===== config.mk =====
export PLATFORM = sky130hd
export DESIGN_NAME = sync_length_frame_deframer
export DESIGN_NICKNAME = d
export VERILOG_FILES = /design/src/rtl/core/slfd_pkg.sv /design/src/rtl/core/slfd_core.sv /design/src/rtl/core/slfd_skid.sv /design/src/rtl/core/sync_length_frame_deframer.sv
export VERILOG_INCLUDE_DIRS = /design/src /design/src/rtl/core
export SDC_FILE = /design/constraint.sdc
export NUM_CORES = 1
export LEC_CHECK = 0
export BUFFER_PORTS_ARGS = -buffer_cell sky130_fd_sc_hd__buf_2
export CORE_MARGIN = 5
export CORE_UTILIZATION = 31
export DETAILED_ROUTE_END_ITERATION = 10
export PLACE_DENSITY = 0.55
export SLEW_MARGIN = 5
export SYNTH_ARGS = -nofsm -noshare
export SYNTH_HDL_FRONTEND = slang
export SYNTH_SLANG_ARGS = --single-unit
export TNS_END_PERCENT = 20

===== constraint.sdc =====
create_clock -name clk -period 7.3 [get_ports clk]
set_input_delay 0.365 -clock clk [delete_from_list [all_inputs] [get_ports clk]]
set_output_delay 0.365 -clock clk [all_outputs]
set_load 0.1 [all_outputs]

===== src/rtl/core/sync_length_frame_deframer_assert.svh =====
// Assertion macros used by the deframer core.
`ifndef SYNC_LENGTH_FRAME_DEFRAMER_ASSERT_SVH
`define SYNC_LENGTH_FRAME_DEFRAMER_ASSERT_SVH
`ifndef NO_ASSERTIONS
// Same-cycle implication, checked on clk, held off during rst.
`define SLFD_ASSERT_IMP(lbl, ante, cons, msg) \
  lbl: assert property (@(posedge clk) disable iff (rst) (ante) |-> (cons)) \
    else $error(msg);
// Next-cycle implication, checked on clk, held off during rst.
`define SLFD_ASSERT_NXT(lbl, ante, cons, msg) \
  lbl: assert property (@(posedge clk) disable iff (rst) (ante) |=> (cons)) \
    else $error(msg);
`else
`define SLFD_ASSERT_IMP(lbl, ante, cons, msg)
`define SLFD_ASSERT_NXT(lbl, ante, cons, msg)
`endif
`endif


===== src/rtl/core/slfd_pkg.sv =====
// Shared constants and types of the sync/length frame deframer.
package slfd_pkg;

  localparam int FRAME_CAPACITY = 2048;
  localparam int HDR_BYTES      = 10;
  localparam int LEAD_BYTES     = 4;
  localparam int HIST_BYTES     = HDR_BYTES - 1;
  localparam int CNT_W          = $clog2(FRAME_CAPACITY + 1);
  localparam int FILL_W         = $clog2(HDR_BYTES);
  localparam int FIELD_W        = 16;
  localparam int SUM_W          = FIELD_W + 1;

  localparam logic [7:0] LEAD_PATTERN [LEAD_BYTES] = '{8'h01, 8'hA5, 8'h01, 8'h5A};

  typedef enum logic [1:0] {
    KIND_PAYLOAD = 2'd0,
    KIND_EMPTY   = 2'd1,
    KIND_DROP    = 2'd2
  } kind_t;

  typedef struct packed {
    kind_t              kind;
    logic [FIELD_W-1:0] seq;
    logic [FIELD_W-1:0] ftype;
    logic [FIELD_W-1:0] len;
    logic [7:0]         pbyte;
    logic               last;
  } result_t;

endpackage


===== src/rtl/core/slfd_core.sv =====
// Frame search window, header latch and payload tracking.
`include "sync_length_frame_deframer_assert.svh"
module slfd_core import slfd_pkg::*; (
  input  logic       clk,
  input  logic       rst,
  input  logic       take,
  input  logic [7:0] rx_byte,
  output logic       res_valid,
  output result_t    res
);

  logic [7:0]         win [HIST_BYTES];
  logic [FILL_W-1:0]  fill, fill_next;
  logic               phase, phase_next;
  logic [CNT_W-1:0]   cnt, cnt_next;
  logic [FIELD_W-1:0] hseq, hseq_next;
  logic [FIELD_W-1:0] htype, htype_next;
  logic [FIELD_W-1:0] hlen, hlen_next;
  logic               shift_win;
  logic               lead_ok;
  logic [CNT_W-1:0]   cnt_inc;
  logic               frame_end;
  logic [FIELD_W-1:0] new_len;

  // leading pattern sits in the oldest four held bytes once the window fills
  always_comb begin
    lead_ok = 1'b1;
    for (int i = 0; i < LEAD_BYTES; i++) begin
      lead_ok = lead_ok & (win[i] == LEAD_PATTERN[i]);
    end
  end

  assign cnt_inc   = cnt + CNT_W'(1);
  assign frame_end = SUM_W'(cnt_inc) >= (SUM_W'(HDR_BYTES) + SUM_W'(hlen));
  assign new_len   = {rx_byte, win[HIST_BYTES-1]};

  // next state and result for the byte on rx_byte
  always_comb begin
    phase_next = phase;
    fill_next  = fill;
    cnt_next   = cnt;
    hseq_next  = hseq;
    htype_next = htype;
    hlen_next  = hlen;
    shift_win  = 1'b0;
    res_valid  = 1'b0;
    res.kind   = KIND_PAYLOAD;
    res.pbyte  = 8'd0;
    res.last   = 1'b0;
    if (phase) begin
      if (cnt >= CNT_W'(FRAME_CAPACITY)) begin
        // overflow: drop frame, byte restarts the search
        res_valid  = 1'b1;
        res.kind   = KIND_DROP;
        res.last   = 1'b1;
        phase_next = 1'b0;
        cnt_next   = '0;
        shift_win  = 1'b1;
        fill_next  = FILL_W'(1);
      end else begin
        res_valid = 1'b1;
        res.pbyte = rx_byte;
        cnt_next  = cnt_inc;
        if (frame_end) begin
          res.last   = 1'b1;
          phase_next = 1'b0;
          cnt_next   = '0;
        end
      end
    end else begin
      shift_win = 1'b1;
      if (fill != FILL_W'(HIST_BYTES)) begin
        fill_next = fill + FILL_W'(1);
      end else if (lead_ok) begin
        hseq_next  = {win[5], win[4]};
        htype_next = {win[7], win[6]};
        hlen_next  = new_len;
        fill_next  = '0;
        if (new_len == '0) begin
          res_valid = 1'b1;
          res.kind  = KIND_EMPTY;
          res.last  = 1'b1;
        end else begin
          phase_next = 1'b1;
          cnt_next   = CNT_W'(HDR_BYTES);
        end
      end
    end
    res.seq   = hseq_next;
    res.ftype = htype_next;
    res.len   = hlen_next;
  end

  // control state
  always_ff @(posedge clk) begin
    if (rst) begin
      phase <= 1'b0;
      fill  <= '0;
      cnt   <= '0;
    end else if (take) begin
      phase <= phase_next;
      fill  <= fill_next;
      cnt   <= cnt_next;
    end
  end

  // header fields and search window
  always_ff @(posedge clk) begin
    if (take) begin
      hseq  <= hseq_next;
      htype <= htype_next;
      hlen  <= hlen_next;
      if (shift_win) begin
        for (int i = 0; i < HIST_BYTES - 1; i++) begin
          win[i] <= win[i+1];
        end
        win[HIST_BYTES-1] <= rx_byte;
      end
    end
  end

  `SLFD_ASSERT_IMP(a_payload_fill_clear, phase, fill == '0, "window fill set in payload phase")
  `SLFD_ASSERT_IMP(a_search_cnt_clear, !phase, cnt == '0, "byte count set while searching")
  `SLFD_ASSERT_IMP(a_cnt_range, phase,
    (cnt >= CNT_W'(HDR_BYTES)) && (cnt <= CNT_W'(FRAME_CAPACITY)), "byte count out of range")
  `SLFD_ASSERT_IMP(a_special_last, res_valid && (res.kind != KIND_PAYLOAD), res.last,
    "empty or drop result without last")
  `SLFD_ASSERT_NXT(a_end_to_search, take && res_valid && res.last, !phase,
    "still in payload after final result")

endmodule


===== src/rtl/core/slfd_skid.sv =====
// Two-entry output register with skid slot.
module slfd_skid import slfd_pkg::*; (
  input  logic    clk,
  input  logic    rst,
  input  logic    push,
  input  result_t push_data,
  output logic    full,
  output logic    out_valid,
  input  logic    out_stall,
  output result_t out_data
);

  logic    skid_valid;
  result_t skid_data;

  assign full = skid_valid;

  // valid bits
  always_ff @(posedge clk) begin
    if (rst) begin
      out_valid  <= 1'b0;
      skid_valid <= 1'b0;
    end else begin
      if (!out_valid || !out_stall) begin
        out_valid  <= skid_valid | push;
        skid_valid <= 1'b0;
      end else if (push) begin
        skid_valid <= 1'b1;
      end
    end
  end

  // data
  always_ff @(posedge clk) begin
    if (!out_valid || !out_stall) begin
      out_data <= skid_valid ? skid_data : push_data;
    end else if (push) begin
      skid_data <= push_data;
    end
  end

endmodule


===== src/rtl/core/sync_length_frame_deframer.sv =====
// Top level of the sync/length frame deframer.
//
//   channel | valid     | stall     | payload
//   --------+-----------+-----------+---------------------------------------------
//   input   | in_valid  | in_stall  | rx_byte
//   output  | out_valid | out_stall | result_kind frame_seq frame_type
//           |           |           | frame_length payload_byte last
//
// One byte per cycle while in_stall is low: each request is handled in the cycle
// it is taken, and any result it yields is registered in the output register,
// or in the skid slot when the output is stalled.
// A two-entry output register decouples the sides; in_stall rises only when
// a result waits in the skid slot behind a stalled output.
// rst (synchronous) returns the block to sync search with an empty window.
module sync_length_frame_deframer import slfd_pkg::*; (
  input  logic               clk,
  input  logic               rst,
  input  logic               in_valid,
  output logic               in_stall,
  input  logic [7:0]         rx_byte,
  output logic               out_valid,
  input  logic               out_stall,
  output logic [1:0]         result_kind,
  output logic [FIELD_W-1:0] frame_seq,
  output logic [FIELD_W-1:0] frame_type,
  output logic [FIELD_W-1:0] frame_length,
  output logic [7:0]         payload_byte,
  output logic               last
);

  logic    take;
  logic    res_valid;
  result_t res;
  result_t out_data;

  assign take = in_valid && !in_stall;

  slfd_core u_core (
    .clk       (clk),
    .rst       (rst),
    .take      (take),
    .rx_byte   (rx_byte),
    .res_valid (res_valid),
    .res       (res)
  );

  slfd_skid u_skid (
    .clk       (clk),
    .rst       (rst),
    .push      (take && res_valid),
    .push_data (res),
    .full      (in_stall),
    .out_valid (out_valid),
    .out_stall (out_stall),
    .out_data  (out_data)
  );

  assign result_kind  = out_data.kind;
  assign frame_seq    = out_data.seq;
  assign frame_type   = out_data.ftype;
  assign frame_length = out_data.len;
  assign payload_byte = out_data.pbyte;
  assign last         = out_data.last;

endmodule

==> impl_metrics.json <==
{
  "initial_core_util": 0.312,
  "relSlewSlack": 0.311,
  "worstSetupPathType": "flip-flop to flip-flop",
  "grt_pass1_vias": 5416,
  "cts_buffers": 27,
  "switching_share": 0.232,
  "hold_violations": 0,
  "slowest_delay_ns": 0.45,
  "synth_common_cells": "edfxtp_1, mux2_2, mux2_4, nand2_1",
  "rsz0062_at_grt": "false",
  "critPathLaunchType": "flip-flop",
  "setup_viol": 0,
  "syn2layout_area_growth_pct": 16.3,
  "dieArea_um2": 37300,
  "wl_met3_um": 883,
  "clk_latency_ns": 0.54,
  "hp-class": "primary input to flip-flop",
  "drive_above_1_share": 0.339,
  "gp_congestion": 0.754,
  "worstSetupEndpointType": "flip-flop",
  "worstMarginPinSlew_ns": 1.03,
  "vdd_ir_drop_max_uv": 209,
  "drtIter0Drc": 334,
  "instances_no_fill": 1141,
  "yosysMostFrequentCell": "edfxtp_1",
  "numPortBuffers": 72,
  "diodes": 0,
  "synthesis.nets": 615,
  "r2r_slack_ns": 3.87,
  "ios": 73,
  "p_total_mw": 3.22,
  "internal_power_mw": 2.47,
  "arrival_ns": 3.88,
  "htreeDepth": 1,
  "dp_slack_ns": 3.96,
  "crit_slowest_cell": "a221o_1",
  "worstPathRequired_ns": 7.76,
  "synth-seq-area-share": 0.723,
  "syn_area_per_cell_um2": 17.8,
  "cts_tree": "built",
  "grt_pass1_wl_um": 31500,
  "holdBufCountCts": 0,
  "root_buffer": "clkbuf_16",
  "min_from": "rx_byte[3]",
  "path_buf_inv": 1,
  "seq_power_share": 0.528,
  "min_delay_path_depth": 1,
  "period_needed_ns": 3.43,
  "layout_setup_ws_ns": 3.87,
  "finalSetupTns_ns": 0,
  "route.met2.wl_um": 8990,
  "ys_types": 46,
  "dp.cells": 1092,
  "cellPowerDensity_nw_per_um2": 266,
  "cts.sinks": 257,
  "seq_area_um2": 7530,
  "dpl.hpwl_um": 12300,
  "postSynth.asyncResetShare": 0,
  "synth_area_um2": 10400,
  "drt_pass1_iterations": 4,
  "fin_crit_sh": 0.469,
  "fmax_mhz": 292,
  "clkSlewWorstSetupHoldPaths_ns": 0.06,
  "wl_um": 19900,
  "routedWlPerCell_um": 17.4,
  "critPathTopFamily": "compound AO/OA/AOI/OAI gates",
  "yosysTopAreaCell": "edfxtp_1",
  "clockBufferDepth": 3,
  "synth-edff-count": 238,
  "rr_worst_depth": 13,
  "finalClockSkew_ns": 0.0136,
  "cp_max_fo": 11,
  "whs_endpoint": "u_core.win[0][67]",
  "antenna_found_initial": 0,
  "core_area_um2": 33400,
  "fp-row-count": 67,
  "final_nets": 702,
  "p_switching_mw": 0.746,
  "p_leak_nw": 4.47,
  "maxSlewViolCount": 0,
  "outcome": "finished clean",
  "multi_input_area_um2": 2730,
  "die_y_um": 193,
  "ys_ff_latch": 257,
  "ant_nets": 0,
  "grt_max_degree": 80,
  "synthFlopType": "edfxtp_1",
  "synth_warnings": 0,
  "dr_total_vias": 5139,
  "grt-ovfl-total": 0,
  "cts_setup_buffers": 0,
  "power_frac_comb": 0.068,
  "p_clk_frac": 0.404,
  "nFillCells": 3208,
  "cap_violations": 0,
  "viasPerCell": 4.50,
  "drc_errors": 0,
  "yosysTopAreaCellShare": 0.686,
  "r2r_start": "u_core.cnt[0]",
  "post_cts_resized": 0,
  "m1WireLength_um": 9640,
  "routed.top_layer": "met4",
  "critical_path_depth": 13,
  "crit_chain": "ha_1 -> and3_1 -> nand3_1 -> nor2_1 -> xnor2_1 -> inv_1 -> ha_1 -> a21oi_1 -> nand3_1 -> a311oi_1 -> a221o_1 -> nand4b_1 -> o2bb2ai_1",
  "r2r-end": "u_core.cnt[11]",
  "yosys-top-cells-area": "edfxtp_1, mux2_4, mux2_2",
  "track_usage": 0.104,
  "fp.dieW_um": 193,
  "synthCells": 586
}
[registers in the layout (all words and copies together), names as in the netlist, 4 cells and up]
signal / count
u_core.hseq: 16
u_skid.out_data: 59
u_core.fill: 4
u_skid.skid_data: 59
u_core.htype: 16
u_core.cnt: 12
u_core.win: 72
u_core.hlen: 16
[worst max path at each step]
stage | from | end
6_report | u_core.cnt[0] | u_core.cnt[11]
5_1_grt | u_core.cnt[0] | u_core.cnt[0]
4_1_cts | u_core.cnt[0] | u_core.cnt[11]
3_5_place_dp | u_core.cnt[0] | u_core.cnt[11]
3_3_place_gp | u_core.cnt[0] | u_core.cnt[0]
2_1_floorplan | u_skid.out_valid | u_skid.skid_data[0]
[layer usage]
layer | vias to the layer above | global-route usage
li1 | 2462 | -
met1 | 2566 | 0.147
met2 | 84 | 0.164
met3 | 27 | 0.0240
met4 | 0 | 0.0236
met5 | - | 0
[worst register-to-register path, stage by stage (launching register included)]
cell	delay [ns]
dfxtp_1	0.43
ha_1	0.25
and3_1	0.22
nand3_1	0.19
nor2_1	0.21
xnor2_1	0.16
inv_1	0.07
ha_1	0.33
a21oi_1	0.13
nand3_1	0.08
a311oi_1	0.25
a221o_1	0.45
nand4b_1	0.34
o2bb2ai_1	0.25
[kinds of logic (layout without fill, tap and decap cells)]
kind of cell / Yosys count / in the layout / share of synthesized area
flip-flops: 257 / 257 / 0.723
AND/OR/NAND/NOR: 111 / 111 / 0.0614
multiplexers: 105 / 105 / 0.131
AO/OA/AOI/OAI: 41 / 41 / 0.0293
buffers and inverters: 34 / 141 / 0.0173
XOR/XNOR: 21 / 21 / 0.0177
adder cells (fa/ha/maj): 17 / 17 / 0.0204
[layout by cell type (no fill, tap or decap), types with 10 or more instances in the layout]
cell type	n
xnor2_1	10
buf_2	72
edfxtp_1	238
nand2_1	19
nor2_1	18
dfxtp_1	18
mux2_2	57
clkbuf_16	27
mux2_4	48
inv_1	13
nand4_1	11
xor2_1	11
ha_1	17
[through the flow]
| step | utilization | hold slack [ns] | instance area, um^2 |
|---|---|---|---|
| finish | 0.363 | 0.0704 | 12100 |
| global route | 0.363 | 0.0675 | 12100 |
| CTS | 0.363 | 0.0526 | 12100 |
| detailed placement | 0.338 | 0.426 | 11300 |
| global placement | 0.338 | 0.424 | 11300 |
| floorplan | - | 0.417 | 10400 |
[power by group through the flow]
stage          logic (mW)  registers [mW]  clock network, mW
4_1_cts             0.221            1.70               1.34
5_1_grt             0.231            1.70               1.41
6_report            0.218            1.70               1.30
3_3_place_gp        0.221            1.73                  0
2_1_floorplan      0.0640            1.83                  0
3_5_place_dp        0.220            1.73                  0
[final cells by class]
type                    instances  share of cell area
clock buffers                  34              0.0580
clock inverters                15              0.0110
flip-flops and latches        257               0.622
multi-input cells             295               0.225
well taps                     448              0.0463
repair buffers                 78              0.0335
inverters                      14             0.00434
Note: power is estimated with default switching activity, not from simulation.
